`config.mk`:
```
export PLATFORM = sky130hd
export DESIGN_NAME = miller_rabin_prime_test_64_unit
export DESIGN_NICKNAME = d
export VERILOG_FILES = /design/src/mrpt_pkg.sv /design/src/mrpt_mulmod.sv /design/src/miller_rabin_prime_test_64_unit.sv
export SDC_FILE = /design/constraint.sdc
export NUM_CORES = 2
export LEC_CHECK = 0
export BUFFER_PORTS_ARGS = -buffer_cell sky130_fd_sc_hd__buf_2
export CORE_MARGIN = 8
export CORE_UTILIZATION = 45
export DETAILED_ROUTE_END_ITERATION = 8
export GPL_TIMING_DRIVEN = 0
export REMOVE_ABC_BUFFERS = 1
export SLEW_MARGIN = 25
export SYNTH_ARGS = -nofsm -noshare
export SYNTH_HDL_FRONTEND = slang
export SYNTH_SLANG_ARGS = --single-unit
```
`constraint.sdc`:
```
create_clock -name clk -period 7.5 [get_ports clk]
set_clock_uncertainty 0.1 [all_clocks]
set_input_delay 1.125 -clock clk [delete_from_list [all_inputs] [get_ports clk]]
set_output_delay 1.125 -clock clk [all_outputs]
set_load 0.005 [all_outputs]
```
`src/mrpt_pkg.sv`:
```
// ----------------------------------------------------------------------------
// mrpt_pkg: shared constants for the Miller-Rabin prime test unit
// Holds the default candidate width, the trial-division primes and the
// seven fixed witness bases.
// ----------------------------------------------------------------------------
package mrpt_pkg;

	// Default candidate width in bits.
	localparam int NUM_WIDTH_DEF = 64;

	// Width of the base operand; every witness base fits in 32 bits.
	localparam int BASE_WIDTH = 32;

	// Trial-division primes, 2 through 37.
	localparam int NUM_PRIMES = 12;
	localparam int PRIME_WIDTH = 6;
	localparam logic [PRIME_WIDTH-1:0] SMALL_PRIMES [NUM_PRIMES] = '{
		6'd2, 6'd3, 6'd5, 6'd7, 6'd11, 6'd13, 6'd17, 6'd19, 6'd23, 6'd29, 6'd31, 6'd37
	};

	// Witness bases that make the test exact for all 64-bit values.
	localparam int NUM_BASES = 7;
	localparam int BASE_IDX_WIDTH = 3;
	localparam logic [BASE_WIDTH-1:0] MR_BASES [NUM_BASES] = '{
		32'd2, 32'd325, 32'd9375, 32'd28178, 32'd450775, 32'd9780504,
		32'd1795265022
	};

endpackage

```
`src/mrpt_mulmod.sv`:
```
// ----------------------------------------------------------------------------
// mrpt_mulmod: bit-serial modular multiplier
// Computes (x * y) mod m by shift-and-add, one multiplier bit per step, with
// a single modular adder shared between the doubling and the add.
// ----------------------------------------------------------------------------
module mrpt_mulmod
	import mrpt_pkg::*;
#(
	parameter int NUM_WIDTH = NUM_WIDTH_DEF,
	parameter int Y_WIDTH = (NUM_WIDTH > BASE_WIDTH) ? NUM_WIDTH : BASE_WIDTH
) (
	input  logic                 clk,
	input  logic                 arst_n,
	input  logic                 start,
	input  logic [NUM_WIDTH-1:0] x,
	input  logic [Y_WIDTH-1:0]   y,
	input  logic [NUM_WIDTH-1:0] m,
	output logic                 done,
	output logic [NUM_WIDTH-1:0] result
);

	localparam int CNT_WIDTH = $clog2(Y_WIDTH);

	logic                 busy_q;
	logic                 phase_q;
	logic                 done_q;
	logic [CNT_WIDTH-1:0] cnt_q;
	logic [NUM_WIDTH-1:0] acc_q;
	logic [NUM_WIDTH-1:0] x_q;
	logic [NUM_WIDTH-1:0] m_q;
	logic [Y_WIDTH-1:0]   y_q;

	logic [NUM_WIDTH-1:0] addend;
	logic [NUM_WIDTH:0]   sum;
	logic [NUM_WIDTH:0]   sum_red;
	logic [NUM_WIDTH-1:0] acc_next;
	logic                 last_bit;

	// One modular adder: doubles the accumulator or adds x.
	always_comb begin
		addend = phase_q ? x_q : acc_q;
		sum = {1'b0, acc_q} + {1'b0, addend};
		sum_red = sum - {1'b0, m_q};
		acc_next = (sum >= {1'b0, m_q}) ? sum_red[NUM_WIDTH-1:0] : sum[NUM_WIDTH-1:0];
		last_bit = (cnt_q == CNT_WIDTH'(Y_WIDTH - 1));
	end

	// Control: doubling step for every bit, add step only for set bits.
	always_ff @(posedge clk or negedge arst_n) begin
		if (!arst_n) begin
			busy_q <= 1'b0;
			phase_q <= 1'b0;
			done_q <= 1'b0;
			cnt_q <= '0;
		end else begin
			done_q <= 1'b0;
			if (start) begin
				busy_q <= 1'b1;
				phase_q <= 1'b0;
				cnt_q <= '0;
			end else if (busy_q) begin
				if (!phase_q && y_q[Y_WIDTH-1]) begin
					phase_q <= 1'b1;
				end else begin
					phase_q <= 1'b0;
					cnt_q <= cnt_q + 1'b1;
					if (last_bit) begin
						busy_q <= 1'b0;
						done_q <= 1'b1;
					end
				end
			end
		end
	end

	// Datapath registers.
	always_ff @(posedge clk) begin
		if (start) begin
			acc_q <= '0;
			x_q <= x;
			m_q <= m;
			y_q <= y;
		end else if (busy_q) begin
			acc_q <= acc_next;
			if (phase_q || !y_q[Y_WIDTH-1]) begin
				y_q <= {y_q[Y_WIDTH-2:0], 1'b0};
			end
		end
	end

	assign done = done_q;
	assign result = acc_q;

endmodule

```
`src/miller_rabin_prime_test_64_unit.sv`:
```
// ----------------------------------------------------------------------------
// miller_rabin_prime_test_64_unit: deterministic Miller-Rabin prime test
// Tests one unsigned candidate per item and returns a one-bit prime flag.
// ----------------------------------------------------------------------------
// Usage:
// The input channel carries candidate under in_valid / in_stall; the output
// channel carries is_prime under out_valid / out_stall. An item is taken on
// a clock edge where valid is high and stall is low.
// One candidate is worked on at a time. A candidate first passes a bit-serial
// trial division by the primes 2 to 37, then n-1 is split into d * 2^s one
// bit a cycle. The strong-probable-prime test with seven bases runs on one
// bit-serial modular multiplier, which sets the latency. Composites usually
// finish far sooner than primes, and candidates with small factors finish
// right after trial division.
// in_stall is high from acceptance until the result has been moved into the
// output register. The output register holds a finished flag while the
// receiver stalls, and the next candidate may be accepted meanwhile.
// Reset clears all control state; no item is pending after reset.
// ----------------------------------------------------------------------------
module miller_rabin_prime_test_64_unit
	import mrpt_pkg::*;
#(
	parameter int NUM_WIDTH = NUM_WIDTH_DEF
) (
	input  logic                 clk,
	input  logic                 arst_n,
	input  logic                 in_valid,
	output logic                 in_stall,
	input  logic [NUM_WIDTH-1:0] candidate,
	output logic                 out_valid,
	input  logic                 out_stall,
	output logic                 is_prime
);

	localparam int Y_WIDTH = (NUM_WIDTH > BASE_WIDTH) ? NUM_WIDTH : BASE_WIDTH;
	localparam int TCNT_WIDTH = $clog2(NUM_WIDTH + 1);
	localparam int S_WIDTH = $clog2(NUM_WIDTH);
	localparam int REM_WIDTH = PRIME_WIDTH + 1;

	typedef enum logic [11:0] {
		ST_IDLE   = 12'b000000000001,
		ST_TRIAL  = 12'b000000000010,
		ST_SPLIT  = 12'b000000000100,
		ST_BASE   = 12'b000000001000,
		ST_BWAIT  = 12'b000000010000,
		ST_POW    = 12'b000000100000,
		ST_PMWAIT = 12'b000001000000,
		ST_PSWAIT = 12'b000010000000,
		ST_CHECK  = 12'b000100000000,
		ST_SQ     = 12'b001000000000,
		ST_SQWAIT = 12'b010000000000,
		ST_FIN    = 12'b100000000000
	} state_t;

	state_t                   state_q;
	logic [TCNT_WIDTH-1:0]    tcnt_q;
	logic [NUM_WIDTH-1:0]     n_q;
	logic [NUM_WIDTH-1:0]     sh_q;
	logic [PRIME_WIDTH-1:0]   rem_q [NUM_PRIMES];
	logic [NUM_WIDTH-1:0]     d_q;
	logic [S_WIDTH-1:0]       s_q;
	logic [S_WIDTH-1:0]       r_q;
	logic [BASE_IDX_WIDTH-1:0] bidx_q;
	logic [NUM_WIDTH-1:0]     a_q;
	logic [NUM_WIDTH-1:0]     x_q;
	logic [NUM_WIDTH-1:0]     e_q;
	logic                     flag_q;
	logic                     out_valid_q;
	logic                     is_prime_q;

	logic                     mm_start;
	logic [NUM_WIDTH-1:0]     mm_x;
	logic [Y_WIDTH-1:0]       mm_y;
	logic                     mm_done;
	logic [NUM_WIDTH-1:0]     mm_res;

	logic [NUM_WIDTH-1:0]     n_m1;
	logic                     trial_hit;
	logic                     trial_flag;
	logic                     out_free;
	logic                     last_base;

	mrpt_mulmod #(
		.NUM_WIDTH(NUM_WIDTH),
		.Y_WIDTH  (Y_WIDTH)
	) u_mulmod (
		.clk   (clk),
		.arst_n(arst_n),
		.start (mm_start),
		.x     (mm_x),
		.y     (mm_y),
		.m     (n_q),
		.done  (mm_done),
		.result(mm_res)
	);

	// Trial division outcome: the first prime that divides n decides; n below 2 is never prime.
	always_comb begin
		trial_hit = 1'b0;
		trial_flag = 1'b0;
		for (int i = NUM_PRIMES - 1; i >= 0; i--) begin
			if (rem_q[i] == '0) begin
				trial_hit = 1'b1;
				trial_flag = (n_q == NUM_WIDTH'(SMALL_PRIMES[i]));
			end
		end
		if (n_q < NUM_WIDTH'(2)) begin
			trial_hit = 1'b1;
			trial_flag = 1'b0;
		end
	end

	// Multiplier requests issued by the sequencer.
	always_comb begin
		mm_start = 1'b0;
		mm_x = a_q;
		mm_y = Y_WIDTH'(a_q);
		case (state_q)
			ST_BASE: begin
				mm_start = 1'b1;
				mm_x = NUM_WIDTH'(1);
				mm_y = Y_WIDTH'(MR_BASES[bidx_q]);
			end
			ST_POW: begin
				mm_start = (e_q != '0);
				mm_x = e_q[0] ? x_q : a_q;
				mm_y = Y_WIDTH'(a_q);
			end
			ST_PMWAIT: begin
				mm_start = mm_done && (e_q[NUM_WIDTH-1:1] != '0);
				mm_x = a_q;
				mm_y = Y_WIDTH'(a_q);
			end
			ST_SQ: begin
				mm_start = (r_q < s_q);
				mm_x = x_q;
				mm_y = Y_WIDTH'(x_q);
			end
			default: begin
				mm_start = 1'b0;
			end
		endcase
	end

	assign n_m1 = n_q - NUM_WIDTH'(1);
	assign out_free = !out_valid_q || !out_stall;
	assign last_base = (bidx_q == BASE_IDX_WIDTH'(NUM_BASES - 1));

	// Sequencer.
	always_ff @(posedge clk or negedge arst_n) begin
		if (!arst_n) begin
			state_q <= ST_IDLE;
			tcnt_q <= '0;
			bidx_q <= '0;
			s_q <= '0;
			r_q <= '0;
			flag_q <= 1'b0;
		end else begin
			case (state_q)
				ST_IDLE: begin
					if (in_valid) begin
						state_q <= ST_TRIAL;
						tcnt_q <= '0;
					end
				end
				ST_TRIAL: begin
					tcnt_q <= tcnt_q + 1'b1;
					if (tcnt_q == TCNT_WIDTH'(NUM_WIDTH)) begin
						if (trial_hit) begin
							flag_q <= trial_flag;
							state_q <= ST_FIN;
						end else begin
							s_q <= '0;
							state_q <= ST_SPLIT;
						end
					end
				end
				ST_SPLIT: begin
					if (!d_q[0]) begin
						s_q <= s_q + 1'b1;
					end else begin
						bidx_q <= '0;
						state_q <= ST_BASE;
					end
				end
				ST_BASE: begin
					state_q <= ST_BWAIT;
				end
				ST_BWAIT: begin
					if (mm_done) begin
						if (mm_res == '0) begin
							if (last_base) begin
								flag_q <= 1'b1;
								state_q <= ST_FIN;
							end else begin
								bidx_q <= bidx_q + 1'b1;
								state_q <= ST_BASE;
							end
						end else begin
							state_q <= ST_POW;
						end
					end
				end
				ST_POW: begin
					if (e_q == '0) begin
						state_q <= ST_CHECK;
					end else if (e_q[0]) begin
						state_q <= ST_PMWAIT;
					end else begin
						state_q <= ST_PSWAIT;
					end
				end
				ST_PMWAIT: begin
					if (mm_done) begin
						state_q <= (e_q[NUM_WIDTH-1:1] != '0) ? ST_PSWAIT : ST_CHECK;
					end
				end
				ST_PSWAIT: begin
					if (mm_done) begin
						state_q <= ST_POW;
					end
				end
				ST_CHECK: begin
					r_q <= S_WIDTH'(1);
					if (x_q == NUM_WIDTH'(1) || x_q == n_m1) begin
						if (last_base) begin
							flag_q <= 1'b1;
							state_q <= ST_FIN;
						end else begin
							bidx_q <= bidx_q + 1'b1;
							state_q <= ST_BASE;
						end
					end else begin
						state_q <= ST_SQ;
					end
				end
				ST_SQ: begin
					if (r_q < s_q) begin
						state_q <= ST_SQWAIT;
					end else begin
						flag_q <= 1'b0;
						state_q <= ST_FIN;
					end
				end
				ST_SQWAIT: begin
					if (mm_done) begin
						if (mm_res == n_m1) begin
							if (last_base) begin
								flag_q <= 1'b1;
								state_q <= ST_FIN;
							end else begin
								bidx_q <= bidx_q + 1'b1;
								state_q <= ST_BASE;
							end
						end else begin
							r_q <= r_q + 1'b1;
							state_q <= ST_SQ;
						end
					end
				end
				ST_FIN: begin
					if (out_free) begin
						state_q <= ST_IDLE;
					end
				end
				default: begin
					state_q <= ST_IDLE;
				end
			endcase
		end
	end

	// Scratch datapath: trial remainders, d, base, power and running value.
	always_ff @(posedge clk) begin
		case (state_q)
			ST_IDLE: begin
				n_q <= candidate;
				sh_q <= candidate;
				for (int i = 0; i < NUM_PRIMES; i++) begin
					rem_q[i] <= '0;
				end
			end
			ST_TRIAL: begin
				if (tcnt_q != TCNT_WIDTH'(NUM_WIDTH)) begin
					sh_q <= {sh_q[NUM_WIDTH-2:0], 1'b0};
					for (int i = 0; i < NUM_PRIMES; i++) begin
						if ({rem_q[i], sh_q[NUM_WIDTH-1]} >= REM_WIDTH'(SMALL_PRIMES[i])) begin
							rem_q[i] <= PRIME_WIDTH'({rem_q[i], sh_q[NUM_WIDTH-1]}
								- REM_WIDTH'(SMALL_PRIMES[i]));
						end else begin
							rem_q[i] <= PRIME_WIDTH'({rem_q[i], sh_q[NUM_WIDTH-1]});
						end
					end
				end
				d_q <= n_m1;
			end
			ST_SPLIT: begin
				if (!d_q[0]) begin
					d_q <= {1'b0, d_q[NUM_WIDTH-1:1]};
				end
			end
			ST_BWAIT: begin
				if (mm_done) begin
					a_q <= mm_res;
					x_q <= NUM_WIDTH'(1);
					e_q <= d_q;
				end
			end
			ST_PMWAIT: begin
				if (mm_done) begin
					x_q <= mm_res;
				end
			end
			ST_PSWAIT: begin
				if (mm_done) begin
					a_q <= mm_res;
					e_q <= {1'b0, e_q[NUM_WIDTH-1:1]};
				end
			end
			ST_SQWAIT: begin
				if (mm_done) begin
					x_q <= mm_res;
				end
			end
			default: begin
			end
		endcase
	end

	// Output register.
	always_ff @(posedge clk or negedge arst_n) begin
		if (!arst_n) begin
			out_valid_q <= 1'b0;
		end else if (state_q == ST_FIN && out_free) begin
			out_valid_q <= 1'b1;
		end else if (!out_stall) begin
			out_valid_q <= 1'b0;
		end
	end

	always_ff @(posedge clk) begin
		if (state_q == ST_FIN && out_free) begin
			is_prime_q <= flag_q;
		end
	end

	assign in_stall = (state_q != ST_IDLE);
	assign out_valid = out_valid_q;
	assign is_prime = is_prime_q;

endmodule

```
; ---- Yosys cells after proc, flatten, opt, wreduce, memory -nomap -nowiden
; Memories as Yosys holds them, arrays and structs flattened.
; Index checks and enable logic that the tools add are counted.
[totals]
mem_count = 2
input_bits = 68
mem_bits_rw = 72
output_inout_bits = 3
register_bits = 686
mem_bits_ro = 256
elab_cells = 418
[mem_list]
columns = name, words, width, rd, rd_ports_with_merged_regs, wr, line_no
row1 = (no name shown), 8, 32, 1, 0, 0, miller_rabin_prime_test_64_unit.sv:122  ; mm_y = Y_WIDTH'(MR_BASES[bidx_q]);
row2 = rem_q, 12, 6, 12, 0, 12, miller_rabin_prime_test_64_unit.sv:59  ; logic [PRIME_WIDTH-1:0] rem_q [NUM_PRIMES];
[classes]
n_bitwise = 25
eq_ne = 52
add_sub_neg = 20
reduce_logical = 50
mux = 230
magnitude_cmp = 16
[op_table]
columns = operator, count
row1 = $mux W64, 12
row2 = $pmux W64 S2, 5
row3 = $eq A64 B5 Y1 const B, 5
row4 = $mux W6, 32
row5 = $pmux W64 S3, 1
row6 = $mux W12, 14
row7 = $mux W1, 146
row8 = $pmux W12 S12, 1
row9 = $eq A64 B2 Y1 const B, 2
row10 = $eq A64 B3 Y1 const B, 2
row11 = $eq A64 B4 Y1 const B, 2
row12 = $eq A64 B64 Y1, 2
row13 = $logic_not A64 Y1, 2
row14 = $logic_not A6 Y1, 12
row15 = $add A64 B64 Y65, 1
row16 = $ge A65 B64 Y1, 1
row17 = $eq A64 B1 Y1 const B, 1
row18 = $eq A64 B6 Y1 const B, 1
row19 = $lt A64 B2 Y1 const B, 1
row20 = $mux W32, 2
row21 = $reduce_bool A64 Y1, 1
row22 = $sub A64 B1 Y64 const B, 1
row23 = $sub A64 B64 Y64, 1
row24 = $reduce_bool A63 Y1, 1
row25 = other kinds (58), 144

; ---- Logic depth before layout (Yosys ltp)
; An unclocked memory read counts as a cell.
[logic_depth]
ltp_word = 18
mapped_depth = 29
mapped_depth_nobuf = 25

; ---- Hierarchy
; A second synthesis with hierarchy kept.
[unflattened]
hier_cells = 4684
area_unflattened_um2 = 46380.7
[by_module_without_submodules]
columns = mod, n_inst, area_each_um2, cells_each, seq_area_each_um2
row1 = miller_rabin_prime_test_64_unit, 1, 27981.8, 2772, 14625.3
row2 = mrpt_mulmod, 1, 18398.9, 1912, 7272.0

; ---- Worst setup path after synthesis
; No wires, ideal clock.
[synth_path]
kind = reg-to-reg
startpoint = reg state_q[1]
endpoint = reg d_q[10] (enable)
setup_ns = 0.571
arrival_ns = 6.210
period_less_slack_ns = 6.881
stages_incl_launch_ff = 8
path_slack_ns = 0.619
required_ns = 6.829
n_path_buf = 3
cell_sequence = dfrtp_1 > clkbuf_1 > nor4_1 > and3_1 > nand4_1 > clkbuf_1 > clkbuf_1 > o21ai_0
[synth_via]
elab_chain_len = 3
[synth_lines]
columns = element, line_no
row1 = "start, declared", miller_rabin_prime_test_64_unit.sv:55  ; state_t state_q;
row2 = "start signal, assigned", miller_rabin_prime_test_64_unit.sv:215  ; state_q <= (e_q[NUM_WIDTH-1:1] != '0) ? ST_PSWAIT : ST_CHECK;
row3 = $eq A12 B3 Y1 or $eq A12 B2 Y1 (tied branches), miller_rabin_prime_test_64_unit.sv:275  ; case (state_q)
row4 = $ne A2 B2 Y1 (no source line) or $reduce_bool A2 Y1 (tied branches), n/a
row5 = $reduce_and A2 Y1 (no source line) *, n/a
row6 = "end signal, assigned", miller_rabin_prime_test_64_unit.sv:295  ; d_q <= n_m1;
row7 = "end signal, assigned", miller_rabin_prime_test_64_unit.sv:299  ; d_q <= {1'b0, d_q[NUM_WIDTH-1:1]};
row8 = "end, declared", miller_rabin_prime_test_64_unit.sv:60  ; logic [NUM_WIDTH-1:0] d_q;
; Every way passes the cells marked *; elsewhere a longest branch is shown, timed or not.
; A chain may end at the register's enable or synchronous reset.

; ---- Worst setup path in the final report
[layout_path]
startpoint = reg u_mulmod.phase_q
endpoint = reg u_mulmod.acc_q[57], in the netlist u_mulmod.result[57]
[layout_via]
elab_chain_len = 4
[layout_lines]
columns = element, line_no
row1 = "start, declared", mrpt_mulmod.sv:25  ; logic phase_q;
row2 = "start signal, assigned", mrpt_mulmod.sv:52  ; phase_q <= 1'b0;
row3 = "start signal, assigned", mrpt_mulmod.sv:59  ; phase_q <= 1'b0;
row4 = "start signal, assigned", mrpt_mulmod.sv:63  ; phase_q <= 1'b1;
row5 = $mux W64 *, mrpt_mulmod.sv:41  ; addend = phase_q ? x_q : acc_q;
row6 = $add A64 B64 Y65 *, mrpt_mulmod.sv:42  ; sum = {1'b0, acc_q} + {1'b0, addend};
row7 = $sub A64 B64 Y64 or $ge A65 B64 Y1 (tied branches), "mrpt_mulmod.sv:43, mrpt_mulmod.sv:44"
row8 = $mux W64 *, mrpt_mulmod.sv:44  ; acc_next = (sum >= {1'b0, m_q}) ? sum_red[NUM_WIDTH-1:0] : sum[NUM_WIDTH-1:0];
row9 = "end signal, assigned", mrpt_mulmod.sv:84  ; acc_q <= acc_next;
row10 = "end, declared", mrpt_mulmod.sv:28  ; logic [NUM_WIDTH-1:0] acc_q;
; Marked as above.

==> impl_metrics.env <==
export IMPL_grt_pass1_wl_um=252000
export IMPL_drive_gt1_share_pct=12.6
export IMPL_root_buffer="clkbuf_16"
export IMPL_avgRoutedWirePerCell_um=27.9
export IMPL_whs_ps=364
export IMPL_drtIter0Drc=4307
export IMPL_numPortBuffers=70
export IMPL_r2r_cells=28
export IMPL_start_util_pct=45.4
export IMPL_reg2reg_from="u_mulmod.phase_q$_DFFE_PN0P_"
export IMPL_grt_usage_pct=28.9
export IMPL_route_vias_total=39418
export IMPL_syn_area_um2=47000
export IMPL_start_kind="register"
export IMPL_fmax_mhz=135
export IMPL_maxSlewHeadroom_pct=26.9
export IMPL_worst_pin_slew_ps=1090
export IMPL_synth_edf_count=649
export IMPL_path_clk_slew_ps=60
export IMPL_final_min_clock_period_ps=7390
export IMPL_design_die_area_um2=115000
export IMPL_worstSetupEndpointType="register"
export IMPL_clk_latency_ps=690
export IMPL_critPathRequiredTime_ps=7960
export IMPL_cts_hold_buffers=0
export IMPL_ys_seq_elements=758
export IMPL_die_w_um=339
export IMPL_hold_violations=0
export IMPL_ctsLongestPathBuffers=3
export IMPL_cp_max_fo=12
export IMPL_drv_cap=0
export IMPL_rr_endpoint="u_mulmod.result[57]$_SDFFE_PP0P_"
export IMPL_crit_arrival_ps=7850
export IMPL_synth_seq_area_share_pct=46.6
export IMPL_final_period_utilization_pct=98.6
export IMPL_synth_distinct_cells=103
export IMPL_cts_tree="done"
export IMPL_die_height_um=339
export IMPL_grt_max_degree=66
export IMPL_rows=118
export IMPL_min_path_type="in2async"
export IMPL_path_class="reg2reg"
export IMPL_final_util_pct=51.3
export IMPL_drtPass1Iterations=6
export IMPL_crit_buf_inv=5
export IMPL_grt_pass1_vias=37014
export IMPL_vdd_drop_max_mv=0.428
export IMPL_antenna_found_initial=9
export IMPL_ff2ff_setup_slack_ps=110
export IMPL_core_area_um2=104000
export IMPL_final_common_cell="edfxtp_1"
export IMPL_cts_buffers=87
export IMPL_yosys_warnings=0
export IMPL_mostFrequentLayoutCells="edfxtp_1 (649), nand2_1 (529), nor2_1 (438)"
export IMPL_crit_family="compound AO/OA/AOI/OAI gates"
export IMPL_viasPerCell=6.35
export IMPL_setup_viol=0
export IMPL_crit_top_cell="buf_12"
export IMPL_hpwl_um=133000
export IMPL_clock_sinks=758
export IMPL_outcome="complete, no violations"
export IMPL_p_leak_nw=19.4
export IMPL_overflow=0
export IMPL_ant_nets=0
export IMPL_netlist_instances=4766
export IMPL_pin_count=71
export IMPL_power_density_nw_per_um2=353
export IMPL_async_flop_share_pct=5.94
export IMPL_crit_slowest_cell="dfrtp_4"
export IMPL_place_congestion=1.04
export IMPL_rsz0062_at_grt="yes"
export IMPL_drv_slew=0
export IMPL_avgSynthCellArea_um2=9.87
export IMPL_drt_total_wl_um=173000
export IMPL_syn_to_final_growth_pct=12.9
export IMPL_ys_flop_type="edfxtp_1"
export IMPL_drc=0
export IMPL_htree_num_levels=3
export IMPL_final_nets=4996
export IMPL_slowest_delay_ps=500
## cells in the mapped netlist, types with 56 or more instances
| cell type | instances | area share [%] |
|---|---|---|
| a22o_1 | 64 | 1.2 |
| o21ai_0 | 161 | 1.7 |
| nand3_1 | 85 | 0.90 |
| a221oi_1 | 58 | 1.1 |
| edfxtp_1 | 649 | 41 |
| clkbuf_1 | 252 | 2.0 |
| nand2_1 | 534 | 4.3 |
| inv_1 | 150 | 1.2 |
| nor3_1 | 100 | 1.1 |
| dfxtp_1 | 64 | 2.7 |
| nor4_1 | 120 | 1.6 |
| mux2_2 | 129 | 3.1 |
| a311oi_1 | 56 | 1.0 |
| xor2_1 | 99 | 1.8 |
| a21o_1 | 84 | 1.3 |
| ha_1 | 170 | 4.5 |
| xnor2_1 | 212 | 3.9 |
| a21oi_1 | 345 | 3.7 |
| nand4_1 | 86 | 1.1 |
| and2_1 | 87 | 1.2 |
| nor2_1 | 447 | 3.6 |
## worst max-delay path by stage
| stage | to | slack, ps | startpoint | cells past startpoint |
|---|---|---|---|---|
| global placement | sh_q[52]$_DFFE_PP_ | -10200 | state_q[2]$_DFFE_PN0P_ | 6 |
| floorplan | d_q[10]$_DFFE_PP_ | -2290 | state_q[1]$_DFFE_PN0P_ | 4 |
| CTS | u_mulmod.result[46]$_SDFFE_PP0P_ | 10 | u_mulmod.phase_q$_DFFE_PN0P_ | 25 |
| global route | u_mulmod.result[59]$_SDFFE_PP0P_ | -20 | u_mulmod.phase_q$_DFFE_PN0P_ | 30 |
| finish | u_mulmod.result[57]$_SDFFE_PP0P_ | 110 | u_mulmod.phase_q$_DFFE_PN0P_ | 28 |
| detailed placement | u_mulmod.result[15]$_SDFFE_PP0P_ | -2250 | u_mulmod.phase_q$_DFFE_PN0P_ | 27 |
## metal layers
layer  global-route usage, %  vias to the layer above  share of wire, %
met3                    5.31                      315               8.9
met5                       0                        -             0.051
met1                    41.1                    19443                44
met4                    11.0                        8               4.1
li1                        -                    17847                 -
met2                    43.5                     1805                43
## cell type report
cell class	count	area [um2]
Sequential cell	758	21900
Tap cell	1380	1730
Clock inverter	40	418
Antenna cell	2	5.00
Inverter	150	571
Timing Repair Buffer	183	1890
Multi-Input combinational cell	3576	24200
Clock buffer	121	2420
Fill cell	9506	50500
## cells by family (layout without fill, tap and decap cells)
family                     Yosys count  count (layout)  synth area share (%)
buffers and inverters              433             494                  3.59
DFF                                758             758                  46.6
adders and majority gates          172             172                  4.61
other                                0               2                     0
AOI/OAI and AO/OA                 1126            1126                  16.1
muxes                              157             157                  3.71
xor gates and xnor gates           324             324                  6.41
and+or+nand+nor                   1796            1797                  19.0
## sequential cells by signal (all words and copies together) (netlist names)
register	flops
x_q	64
bidx_q	3
is_prime	1
rem_q	72
sh_q	64
u_mulmod.result	64
a_q	64
u_mulmod.done	1
state_q	12
u_mulmod.y_q	64
n_q	64
s_q	6
out_valid	1
u_mulmod.x_q	64
u_mulmod.m_q	64
e_q	64
d_q	64
u_mulmod.cnt_q	6
u_mulmod.phase_q	1
r_q	6
flag_q	1
tcnt_q	7
u_mulmod.busy_q	1
## through the flow
stage	power (mW)	area, um2	setup slack [ps]	setup TNS (ps)	std cells
after global placement	14.0	48000	-10200	-5601660	5933
after global routing	19.7	53100	-20.2	-37.5	6208
final	18.8	53100	107	0	6210
after detailed placement	14.1	49500	-2250	-132160	6012
after floorplan	11.4	45900	-2290	-877640	4483
after CTS	18.6	52800	15.0	0	6191
## where the power goes
part / switching (mW) / total (mW) / internal, mW
Clock: 1.81 / 4.29 / 2.47
Combinational: 4.65 / 7.55 / 2.90
Sequential: 1.25 / 6.91 / 5.66
## timing repair
action | 4_1_cts | 5_1_grt
endpoints found under the setup margin | 64 | 64
pin swaps | 13 | 23
resized for setup | 51 | 39
gates cloned | 1 | 1
setup buffers | 17 | 15
Power figures use the tool's default switching activity.
